File: src/pttc_pkg.sv
// Package for the pan/tilt tracking controller: fixed-point constants,
// divider request/response types, mapping constants and saturation helpers.
// No dependencies.
package pttc_pkg;

  localparam int OFF_FB   = 8;
  localparam int ANG_FB   = 8;
  localparam int SPD_FB   = 24;
  localparam int SCALE_SH = SPD_FB - OFF_FB;

  localparam int NUM_W = 48;
  localparam int DEN_W = 30;

  localparam logic [1:0] CFG_FRAME_WIDTH  = 2'd0;
  localparam logic [1:0] CFG_FRAME_HEIGHT = 2'd1;
  localparam logic [1:0] CFG_STABLE_COUNT = 2'd2;
  localparam logic [1:0] CFG_STUCK_LIMIT  = 2'd3;

  typedef struct packed {
    logic                    start;
    logic signed [NUM_W-1:0] num;
    logic signed [DEN_W-1:0] den;
  } div_req_t;

  typedef struct packed {
    logic                    done;
    logic signed [NUM_W-1:0] quot;
  } div_rsp_t;

  // Per-axis, per-gain-mode mapping constants.
  // c1 = (amid-amin)*k, c2 = 2*(amax-amid), dmul = k-2.
  typedef struct packed {
    logic [2:0] k;
    logic [4:0] c1;
    logic [3:0] c2;
    logic [1:0] dmul;
    logic [3:0] amin;
    logic [3:0] amid;
    logic [3:0] amax;
  } map_cfg_t;

  function automatic map_cfg_t map_cfg(logic axis_y, logic slow);
    map_cfg_t c;
    unique case ({axis_y, slow})
      2'b01:   c = '{k: 3'd3, c1: 5'd12, c2: 4'd8,  dmul: 2'd1,
                     amin: 4'd0, amid: 4'd4, amax: 4'd8};
      2'b00:   c = '{k: 3'd4, c1: 5'd20, c2: 4'd12, dmul: 2'd2,
                     amin: 4'd1, amid: 4'd6, amax: 4'd12};
      2'b11:   c = '{k: 3'd3, c1: 5'd6,  c2: 4'd2,  dmul: 2'd1,
                     amin: 4'd0, amid: 4'd2, amax: 4'd3};
      default: c = '{k: 3'd3, c1: 5'd9,  c2: 4'd4,  dmul: 2'd1,
                     amin: 4'd0, amid: 4'd3, amax: 4'd5};
    endcase
    return c;
  endfunction

  // Saturate a quotient to 32 bits; a zero divisor gives the extreme with
  // the numerator's sign.
  function automatic logic signed [31:0] sat_quot(logic signed [NUM_W-1:0] q,
                                                  logic signed [NUM_W-1:0] n,
                                                  logic dz);
    logic signed [31:0] r;
    if (dz) begin
      if (n > 0)      r = 32'sh7fffffff;
      else if (n < 0) r = 32'sh80000000;
      else            r = '0;
    end else if (q > $signed(NUM_W'(32'sh7fffffff))) begin
      r = 32'sh7fffffff;
    end else if (q < $signed(-NUM_W'(33'sh080000000))) begin
      r = 32'sh80000000;
    end else begin
      r = q[31:0];
    end
    return r;
  endfunction

endpackage

File: src/pttc_div.sv
// Shared signed divider for the pan/tilt tracking controller: restoring,
// one quotient bit per cycle, truncates toward zero. Uses pttc_pkg.
module pttc_div (
  input  logic               clk,
  input  logic               rst_n,
  input  pttc_pkg::div_req_t req,
  output pttc_pkg::div_rsp_t rsp
);

  localparam int NW = pttc_pkg::NUM_W;
  localparam int DW = pttc_pkg::DEN_W;
  localparam int CW = $clog2(NW);

  logic          busy_r;
  logic [CW-1:0] cnt_r;
  logic [NW-1:0] nmag_r;
  logic [DW-1:0] rem_r;
  logic [DW-1:0] dmag_r;
  logic          neg_r;
  logic          done_r;
  logic signed [NW-1:0] quot_r;

  logic [DW:0]   trial;
  logic          qbit;
  logic [DW-1:0] rem_nxt;
  logic [NW-1:0] q_nxt;

  always_comb begin
    trial   = {rem_r, nmag_r[NW-1]};
    qbit    = (trial >= {1'b0, dmag_r});
    rem_nxt = qbit ? DW'(trial - {1'b0, dmag_r}) : trial[DW-1:0];
    q_nxt   = {nmag_r[NW-2:0], qbit};
  end

  always_ff @(posedge clk) begin
    if (!rst_n) begin
      busy_r <= 1'b0;
      done_r <= 1'b0;
    end else begin
      done_r <= 1'b0;
      if (req.start) begin
        busy_r <= 1'b1;
        cnt_r  <= CW'(NW - 1);
        nmag_r <= req.num[NW-1] ? NW'(-req.num) : NW'(req.num);
        dmag_r <= req.den[DW-1] ? DW'(-req.den) : DW'(req.den);
        neg_r  <= req.num[NW-1] ^ req.den[DW-1];
        rem_r  <= '0;
      end else if (busy_r) begin
        rem_r  <= rem_nxt;
        nmag_r <= q_nxt;
        cnt_r  <= cnt_r - 1'b1;
        if (cnt_r == '0) begin
          busy_r <= 1'b0;
          done_r <= 1'b1;
          quot_r <= neg_r ? -$signed(q_nxt) : $signed(q_nxt);
        end
      end
    end
  end

  assign rsp.done = done_r;
  assign rsp.quot = quot_r;

endmodule
File: config.mk
export PLATFORM = sky130hd
export DESIGN_NAME = pttc_div
export DESIGN_NICKNAME = d
export VERILOG_FILES = /design/src/pttc_pkg.sv /design/src/pttc_div.sv
export SDC_FILE = /design/constraint.sdc
export NUM_CORES = 1
export LEC_CHECK = 0
export BUFFER_PORTS_ARGS = -buffer_cell sky130_fd_sc_hd__buf_2
export CAP_MARGIN = 25
export CORE_AREA = 5 5 156 196
export DETAILED_ROUTE_END_ITERATION = 8
export DIE_AREA = 0 0 161 201
export SLEW_MARGIN = 20
export SYNTH_ARGS = -nofsm -noshare
export SYNTH_HDL_FRONTEND = slang
export SYNTH_SLANG_ARGS = --single-unit
File: constraint.sdc
create_clock -name clk -period 15.3 [get_ports clk]
set_input_delay 1.53 -clock clk [delete_from_list [all_inputs] [get_ports clk]]
set_output_delay 1.53 -clock clk [all_outputs]
set_load 0.05 [all_outputs]
==> summary.txt, run 1 <==
Final slew viol count - 0
Static leakage power - 4.30 nW
Top post-synthesis cells by count - edfxtp_1 (163), nand2_1 (106), xnor2_1 (99)
Syn_area_per_cell - 10.1 µm²
Initial antenna violation count - 2
Largest area contributor in the netlist - edfxtp_1
TritonCTS Buffers - 17
Async S/R FF share, synth - 0
Clock sinks - 165
DPL Wire Length - 18.5 mm
Crit path launch type - register
Worst vdd ir - 0.0000630 V
Clk_skew - 13.5 ps
Netlist cell types - 63
Worst Setup End Kind - register
1st-pass router iterations - 5
Largest net degree at the start of global routing - 61
Worst R2R Start - rem_r[17]
Reg2Reg Depth - 16
Share of the yosys chip area belonging to registers - 0.475
Vias - 7927
Mapped cell area - 10400 µm²
Drc violations - 0
Port bufs - 129
FF+latch area - 4930 µm²
Syn nets - 1141
Place WS - 10450 ps
Die Span Y - 201 µm
H-tree depth - 4
Max_cap viols - 0
Starting Density - 0.361
Post_cts resized - 0
First-pass GRT wire length - 40.6 mm
Layout cells sized above 1 - 0.181
WS Path Type - register to register
Power Density - 105 nW/µm²
HP Start - cnt_r[5]
CTS Root Cell - clkbuf_16
Hold WS - 552 ps
Post-synthesis cell count - 1025
Max Freq - 207 MHz
Postcts setup bufs - 0
Worst-path clk slew - 70 ps
Minimum clock period - 4820 ps
Final worst-path cycle share - 0.315
Multi-input gate area - 5110 µm²
Via/cell ratio - 5.26
Prevailing post-synth register cell - edfxtp_1
Drt wl/cell - 16.8 µm
Post-Route WL - 25.4 mm
Filler cells - 2806
Psw - 0.374 mW
Comb power frac - 0.217
Post-route setup slack - 10480 ps
Internal power - 0.876 mW
Synth top area share - 0.471
DP Area - 11400 µm²
Cts-stage hold buffer count - 0
GRT overflow - 0
GRT Util Overall - 0.155
Hold Fails Final Rpt - 0
RSZ-0062 raised after global routing - no
Clk pwr share - 0.337
Final instance area - 11900 µm²
Hold path endpoint - done_r
Area grow syn2layout - 14.9%
Reg2reg setup slack - 10480 ps
R2R Path End - quot_r[38]
Crit path DAT - 4990 ps
Io pins - 130
Data required time of the worst path - 15470 ps
DRT antenna net count - 0
Final net count - 1250
CTS tree - yes
Chip width - 161 µm
DRT iter0 DRCs - 411
Die area - 32400 µm²
Vias in the first global route - 7757
Number of synthesized flops with an enable pin - 163
Worst-Skew Late Latency - 420 ps
Worst-margin pin slew - 836 ps
CORE AREA - 28700 µm²
Area contributors post-synth - edfxtp_1 (47%), xnor2_1 (8.4%), ha_1 (4.1%), a21oi_1 (4.0%), nand2_1 (3.8%)
Yosys reg bits - 165
Crit-path max FO - 28
Setup-failing EPs final - 0
Row count - 70
Top-count cell post-synth - edfxtp_1
Seq pwr share - 0.446
Synth Warn # - 0
Hold WC Path Type - register to register
Sw frac - 0.299
Status - finished clean
Worst rel slew slack - 0.443
Clock buffer depth - 2
Hold depth - 1
Routability cong. - 0.918
Final TNS setup - 0 ps
[critical path: stages, from the launching register on]
cell and delay (ps):
edfxtp_1 410, ha_1 420, a21oi_1 220, o21ai_0 160
a21oi_1 200, o211ai_1 120, o21ai_1 260, nand2_1 120
inv_2 440, ha_1 320, and2_1 170, nand3_1 110
or2_2 340, or4_1 550, or3_1 390, o41ai_2 240
xnor2_1 110
[cells in the final DEF (no fill, tap or decap), types with 5 or more instances in the layout]
cell type / instances
nor3_1: 10
buf_2: 128
a31oi_1: 5
inv_1: 46
buf_4: 7
o31ai_1: 30
inv_6: 5
or2_2: 9
nor4_1: 10
mux2_2: 16
nand4_1: 9
o41ai_1: 17
nand3_1: 26
o211ai_1: 6
ha_1: 34
xnor2_1: 99
o21a_1: 6
xor2_1: 44
nor2_1: 68
nand2b_1: 8
clkbuf_16: 17
or4_1: 18
a21o_1: 9
a21oi_1: 84
nand2_1: 106
o21ai_1: 5
o21ai_0: 63
edfxtp_1: 163
a211oi_1: 12
or3_1: 21
[logic make-up (layout without fill, tap and decap cells)]
family | count (synthesis) | after routing | synth area share
mux | 18 | 18 | 0.0193
simple gates | 312 | 312 | 0.150
fa+ha+maj | 35 | 35 | 0.0429
other cells | 0 | 1 | 0
buf+inv | 92 | 213 | 0.0339
compound gates | 260 | 260 | 0.158
xor+xnor | 143 | 143 | 0.121
flops | 165 | 165 | 0.475
[final cells by class]
| type | instances | area share |
|---|---|---|
| diodes | 1 | 0.000210 |
| clock buffers | 17 | 0.0357 |
| clock inverters | 14 | 0.0117 |
| inverters | 47 | 0.0148 |
| multi-input cells | 768 | 0.428 |
| flip-flops and latches | 165 | 0.414 |
| well taps | 360 | 0.0378 |
| repair buffers | 135 | 0.0581 |
[how the worst max path moves through the flow]
stage                         start         end  slack (ps)  depth (start not counted)
after floorplan             req[78]   quot_r[0]        8190                          4
after global placement      req[30]  nmag_r[46]       10550                         11
after detailed placement  rem_r[15]  quot_r[38]       10450                         16
after CTS                 rem_r[15]  quot_r[38]       10460                         16
after global routing       rem_r[3]  quot_r[38]       10090                         16
final                     rem_r[17]  quot_r[38]       10480                         16
[through the flow]
step	utilization	power, mW	cells
2_1_floorplan	-	0.763	1025
3_5_place_dp	0.396	0.838	1475
3_3_place_gp	0.396	0.834	1475
4_1_cts	0.415	1.26	1506
5_1_grt	0.415	1.31	1506
6_report	0.415	1.25	1507
[flip-flops by register name, indices dropped and copies added (netlist names)]
signal,flops
busy_r,1
quot_r,48
rem_r,30
nmag_r,48
cnt_r,6
dmag_r,30
neg_r,1
done_r,1
[per-layer routing]
| layer | global-route usage | routed length, µm | vias to the layer above |
|---|---|---|---|
| met5 | 0 | 13 | - |
| met4 | 0.0405 | 379 | 2 |
| met3 | 0.0273 | 1220 | 22 |
| met2 | 0.275 | 12900 | 216 |
| met1 | 0.196 | 10900 | 3700 |
| li1 | - | - | 3987 |
[power groups by stage]
stage / logic [mW] / clock network (mW) / registers [mW]
2_1_floorplan: 0.201 / 0 / 0.562
3_3_place_gp: 0.268 / 0 / 0.566
3_5_place_dp: 0.271 / 0 / 0.567
4_1_cts: 0.272 / 0.433 / 0.558
5_1_grt: 0.304 / 0.449 / 0.561
6_report: 0.272 / 0.421 / 0.558
Note: power is estimated with default switching activity, not from simulation.
==> inputs of run 2 (changes only) <==
--- a/config.mk
+++ b/config.mk
@@ -5,11 +5,12 @@
 export SDC_FILE = /design/constraint.sdc
 export NUM_CORES = 1
 export LEC_CHECK = 0
+export ABC_AREA = 1
 export BUFFER_PORTS_ARGS = -buffer_cell sky130_fd_sc_hd__buf_2
 export CAP_MARGIN = 25
-export CORE_AREA = 5 5 156 196
+export CORE_AREA = 5 5 167 209
 export DETAILED_ROUTE_END_ITERATION = 8
-export DIE_AREA = 0 0 161 201
+export DIE_AREA = 0 0 172 214
 export SLEW_MARGIN = 20
 export SYNTH_ARGS = -nofsm -noshare
 export SYNTH_HDL_FRONTEND = slang
==> constraint.sdc (replaced) <==
create_clock -name clk -period 4.2 [get_ports clk]
set_input_delay 0.42 -clock clk [delete_from_list [all_inputs] [get_ports clk]]
set_output_delay 0.42 -clock clk [all_outputs]
set_load 0.05 [all_outputs]
==> summary.txt, run 2 <==
GRT Util Overall - 0.200
Filler cells - 3506
Most frequent cells in the layout - nand2_1 (382), nor2_1 (199), inv_1 (193)
Worst-Skew Late Latency - 460 ps
Synth Area in Adders - 0.0374
Routability cong. - 0.978
Power Density - 369 nW/µm²
Layout cells sized above 1 - 0.130
Largest area contributor in the netlist - edfxtp_1
Final net count - 1790
Drc violations - 0
H-tree depth - 4
Clock sinks - 165
CTS Root Cell - clkbuf_16
Io pins - 130
Mapped cell area - 11900 µm²
Starting Density - 0.365
Static leakage power - 5.84 nW
Crit-path max FO - 6
Hold Fails Final Rpt - 0
Max Freq - 282 MHz
Via/cell ratio - 5.05
RSZ-0062 raised after global routing - no
CORE AREA - 32600 µm²
Row count - 74
Post-synthesis cell count - 1552
Worst path cell trace - ha_1 > a21oi_1 > nand2_1 > nand2_1 > nand2_1 > nand2_1 > nand2_2 > nand2_4 > nand2_8 > inv_2 > ha_1 > nand3_1 > nor2_2 > nand2_1 > nor2_2 > a31oi_1 > a21oi_4 > nand2_1 > xor2_1
Minimum clock period - 3540 ps
TritonCTS Buffers - 17
Top post-synthesis cells by count - nand2_1 (383), nor2_1 (199), inv_1 (194)
Chip width - 172 µm
Vias - 10600
Synth top area share - 0.411
DRT iter0 DRCs - 725
Data required time of the worst path - 4420 ps
Slowest cell on the critical path - edfxtp_1
Synth Warn # - 0
Area contributors post-synth - edfxtp_1 (41%), nand2_1 (12%), nor2_1 (6.3%), inv_1 (6.1%), xor2_1 (5.4%)
DRT antenna net count - 0
Top-count cell post-synth - nand2_1
Async S/R FF share, synth - 0
Netlist cell types - 55
Max_cap viols - 0
Simple-gate share of the synthesized area - 0.289
Die area - 36800 µm²
Die Span Y - 214 µm
Postcts setup bufs - 0
1st-pass router iterations - 5
Final TNS setup - 0 ps
DPL Wire Length - 29.5 mm
Clk_skew - 14.3 ps
Post-synthesis compound-gate area fraction - 0.102
Worst-margin pin slew - 644 ps
Clock buffer depth - 2
Crit path launch type - register
WS Path Type - register to register
CTS tree - yes
Port bufs - 129
Most frequent CP cell - nand2_1
Hold WC Path Type - primary input to register
Initial antenna violation count - 2
Largest net degree at the start of global routing - 61
Commonest non-fill, non-tap cell in the layout - nand2_1
Crit path DAT - 3760 ps
Post-synthesis mux area share - 0
Worst vdd ir - 0.000179 V
First-pass GRT wire length - 57.3 mm
Final worst-path cycle share - 0.844
Vias in the first global route - 10700
Syn nets - 1668
Post-Route WL - 36.7 mm
Crit-path max cell delay - 410 ps
Syn_area_per_cell - 7.67 µm²
Drt wl/cell - 17.4 µm
Final slew viol count - 0
Hold WS - 153 ps
Worst rel slew slack - 0.570
Reg2reg setup slack - 660 ps
GRT overflow - 0
Post-Synth XOR/XNOR Area - 0.0787
Yosys reg bits - 165
Cts-stage hold buffer count - 0
Post_cts resized - 0
Number of synthesized flops with an enable pin - 163
Prevailing post-synth register cell - edfxtp_1
Worst-path clk slew - 80 ps
Worst Setup End Kind - register
Share of the yosys chip area belonging to registers - 0.414
Largest family of logic cells by synthesized area - simple AND/OR/NAND/NOR gates
Area grow syn2layout - 14.3%
Status - finished clean
Setup-failing EPs final - 0
FF+latch area - 4930 µm²
Top Registers - nmag_r (48), quot_r (48)
Multi-input gate area - 6070 µm²
run 2: layout make-up:
| type | instances | area share |
|---|---|---|
| Multi-Input combinational cell | 1149 | 0.446 |
| Sequential cell | 165 | 0.362 |
| Inverter | 202 | 0.0557 |
| Timing Repair Buffer | 139 | 0.0539 |
| Tap cell | 418 | 0.0384 |
| Clock buffer | 18 | 0.0315 |
| Clock inverter | 14 | 0.0122 |
| Antenna cell | 1 | 0.000184 |
run 2: final timing paths:
path	to	startpoint	cells past startpoint
worst max-delay path	quot_r[26]	rem_r[1]	19
worst min-delay path	dmag_r[0]	req[0]	1
worst max register to register	quot_r[26]	rem_r[1]	19
worst min register to register	cnt_r[0]	cnt_r[0]	1
run 2: cells by family after synthesis:
kind of cell / after synthesis
simple gates: 789
xor+xnor: 107
flops: 165
compound gates: 218
buf+inv: 238
fa+ha+maj: 35
run 2: per-stage QoR:
step / utilization / area, µm² / cells / power, mW / setup slack (ps)
after global placement: 0.399 / 13000 / 2073 / 3.42 / 793
after CTS: 0.418 / 13600 / 2105 / 5.07 / 677
after global routing: 0.418 / 13600 / 2106 / 5.32 / 291
final: 0.418 / 13600 / 2106 / 5.03 / 656
after floorplan: - / 11900 / 1552 / 3.05 / 24.4
after detailed placement: 0.399 / 13000 / 2073 / 3.43 / 677
run 2: critical path, delay by kind of cell (launching register included):
| kind | cells | cell delay [ps] |
|---|---|---|
| xor+xnor | 1 | 150 |
| compound gates | 3 | 590 |
| buf+inv | 1 | 100 |
| simple gates | 12 | 1460 |
| fa+ha+maj | 2 | 580 |
| flops | 1 | 410 |
run 2: where the power goes:
| group | total, mW | internal [mW] | switching (mW) |
|---|---|---|---|
| Clock | 1.63 | 0.895 | 0.738 |
| Sequential | 2.09 | 2.00 | 0.0905 |
| Combinational | 1.31 | 0.441 | 0.870 |
| Total | 5.03 | 3.33 | 1.70 |
run 2: metal layers:
metal	global-route usage	up-vias	wire length (µm)
met4	0.0996	2	1830
li1	-	5398	-
met2	0.355	283	18700
met5	0	-	13
met1	0.233	4863	14800
met3	0.0280	83	1380
==> inputs of run 3 (changes only) <==
==> constraint.sdc (replaced) <==
create_clock -name clk -period 3 [get_ports clk]
set_input_delay 0.3 -clock clk [delete_from_list [all_inputs] [get_ports clk]]
set_output_delay 0.3 -clock clk [all_outputs]
set_load 0.05 [all_outputs]
==> summary.txt, run 3 (synthesis gave the netlist of run 2 again) <==
TritonCTS Buffers - 17
Crit-path max FO - 5
Worst rel slew slack - 0.557
Max Freq - 343 MHz
Vias in the first global route - 10800
1st-pass router iterations - 6
CTS tree - yes
WS Path Type - register to register
Via/cell ratio - 5.04
Row count - 74
Slowest cell on the critical path - edfxtp_1
Setup-failing EPs final - 0
Hold WC Path Type - primary input to register
Commonest non-fill, non-tap cell in the layout - nand2_1
Largest net degree at the start of global routing - 74
H-tree depth - 4
Crit path launch type - register
Layout cells sized above 1 - 0.201
Crit-path max cell delay - 430 ps
Clk_skew - 15.7 ps
Final net count - 1855
FF+latch area - 4930 µm²
First-pass GRT wire length - 57.1 mm
Status - finished clean
Final worst-path cycle share - 0.973
Most frequent CP cell - nand2_2
Starting Density - 0.365
Post-Route WL - 37.2 mm
Die Span Y - 214 µm
Static leakage power - 6.15 nW
Routability cong. - 0.907
Clock sinks - 165
Power Density - 505 nW/µm²
Port bufs - 129
CP bufs+invs - 2
Crit path DAT - 3130 ps
Drc violations - 0
Hold Fails Final Rpt - 0
Most frequent cells in the layout - nand2_1 (365), nor2_1 (194), inv_1 (185)
Clock buffer depth - 2
Cts-stage hold buffer count - 0
Vias - 11000
Area grow syn2layout - 22.5%
CTS Root Cell - clkbuf_16
Place WS - -158 ps
DP Area - 13700 µm²
Data required time of the worst path - 3210 ps
DPL Wire Length - 29.8 mm
Final slew viol count - 0
Final instance area - 14600 µm²
Filler cells - 3339
Worst Setup End Kind - register
GRT Util Overall - 0.200
DRT iter0 DRCs - 616
Multi-input gate area - 6560 µm²
CP top delay family - simple AND/OR/NAND/NOR gates
Worst-path clk slew - 70 ps
Post-route setup slack - 82.3 ps
Die area - 36800 µm²
Reg2reg setup slack - 80 ps
DRT antenna net count - 0
GRT overflow - 0
CORE AREA - 32600 µm²
Worst-Skew Late Latency - 460 ps
Chip width - 172 µm
Io pins - 130
Initial antenna violation count - 3
Worst vdd ir - 0.000282 V
Worst path cell trace - ha_4 > nand2_2 > inv_1 > a21oi_1 > nand2_2 > nand2_1 > nand2_2 > nand2_4 > nand2_8 > inv_4 > ha_4 > nand3_2 > nor2_4 > nand2_2 > nor2_4 > a31oi_4 > a21oi_4 > nand2_1 > xor2_1
Max_cap viols - 0
Top Registers - nmag_r (48), quot_r (48)
Worst-margin pin slew - 664 ps
Minimum clock period - 2920 ps
Drt wl/cell - 17.1 µm
## run 3: changes by cell type in the layout (fill, tap and decap cells not counted), moves of 5 or more
cell | previous run | this run
nand2_2 | 4 | 21
ha_1 | 34 | 5
a21oi_1 | 67 | 62
nor2_1 | 199 | 194
inv_1 | 193 | 185
inv_2 | 7 | 14
nand2_1 | 382 | 365
buf_4 | 9 | 73
ha_4 | 0 | 29
## run 3: worst register-to-register path, delay by kind of cell (launching register included)
family | cells | cell delay [ps]
xor gates and xnor gates | 1 | 140
DFF | 1 | 430
buffers and inverters | 2 | 120
and+or+nand+nor | 11 | 1050
AOI/OAI and AO/OA | 3 | 540
adders and majority gates | 2 | 400
## run 3: final timing paths
| check | startpoint | to | cells past startpoint |
|---|---|---|---|
| setup reg to reg | rem_r[5] | quot_r[26] | 19 |
| hold reg to reg | cnt_r[0] | cnt_r[0] | 1 |
| hold / removal | req[0] | dmag_r[0] | 1 |
| setup / recovery | rem_r[5] | quot_r[26] | 19 |
## run 3: report_power, final
part           total (mW)  internal [mW]  switching [mW]
combinational        2.23          0.909            1.32
clock                2.20           1.16            1.04
sequential           2.94           2.79           0.149
## run 3: metrics by stage
| step | power [mW] | utilization | setup TNS (ps) | hold WS [ps] | std cells |
|---|---|---|---|---|---|
| CTS | 7.37 | 0.444 | 0 | 31.6 | 2163 |
| global placement | 5.06 | 0.419 | -442 | 514 | 2124 |
| floorplan | 4.36 | - | 0 | 399 | 1552 |
| detailed placement | 5.07 | 0.419 | -956 | 515 | 2124 |
| global route | 7.76 | 0.448 | -25.6 | 37.1 | 2172 |
| finish | 7.37 | 0.448 | 0 | 46.6 | 2172 |
## run 3: layout make-up
cell class / count / share of cell area
Clock buffer: 17 / 0.0292
Antenna cell: 2 / 0.000343
Clock inverter: 15 / 0.00969
Timing Repair Buffer: 204 / 0.0846
Tap cell: 418 / 0.0359
Sequential cell: 165 / 0.338
Inverter: 202 / 0.0521
Multi-Input combinational cell: 1149 / 0.450
## run 3: routing by layer
| layer | GRT usage | up-vias | share of wire |
|---|---|---|---|
| li1 | - | 5539 | - |
| met1 | 0.227 | 5021 | 0.39 |
| met2 | 0.353 | 305 | 0.51 |
| met3 | 0.0295 | 89 | 0.040 |
| met4 | 0.114 | 2 | 0.057 |
| met5 | 0 | - | 0.00035 |
## run 3: what timing repair did
item                                    in CTS  in global routing
setup buffers                                7                  7
gates resized for setup                     31                 21
endpoints found under the setup margin       9                 11
pin swaps                                   21                 12
hold endpoints to repair                     0                  0
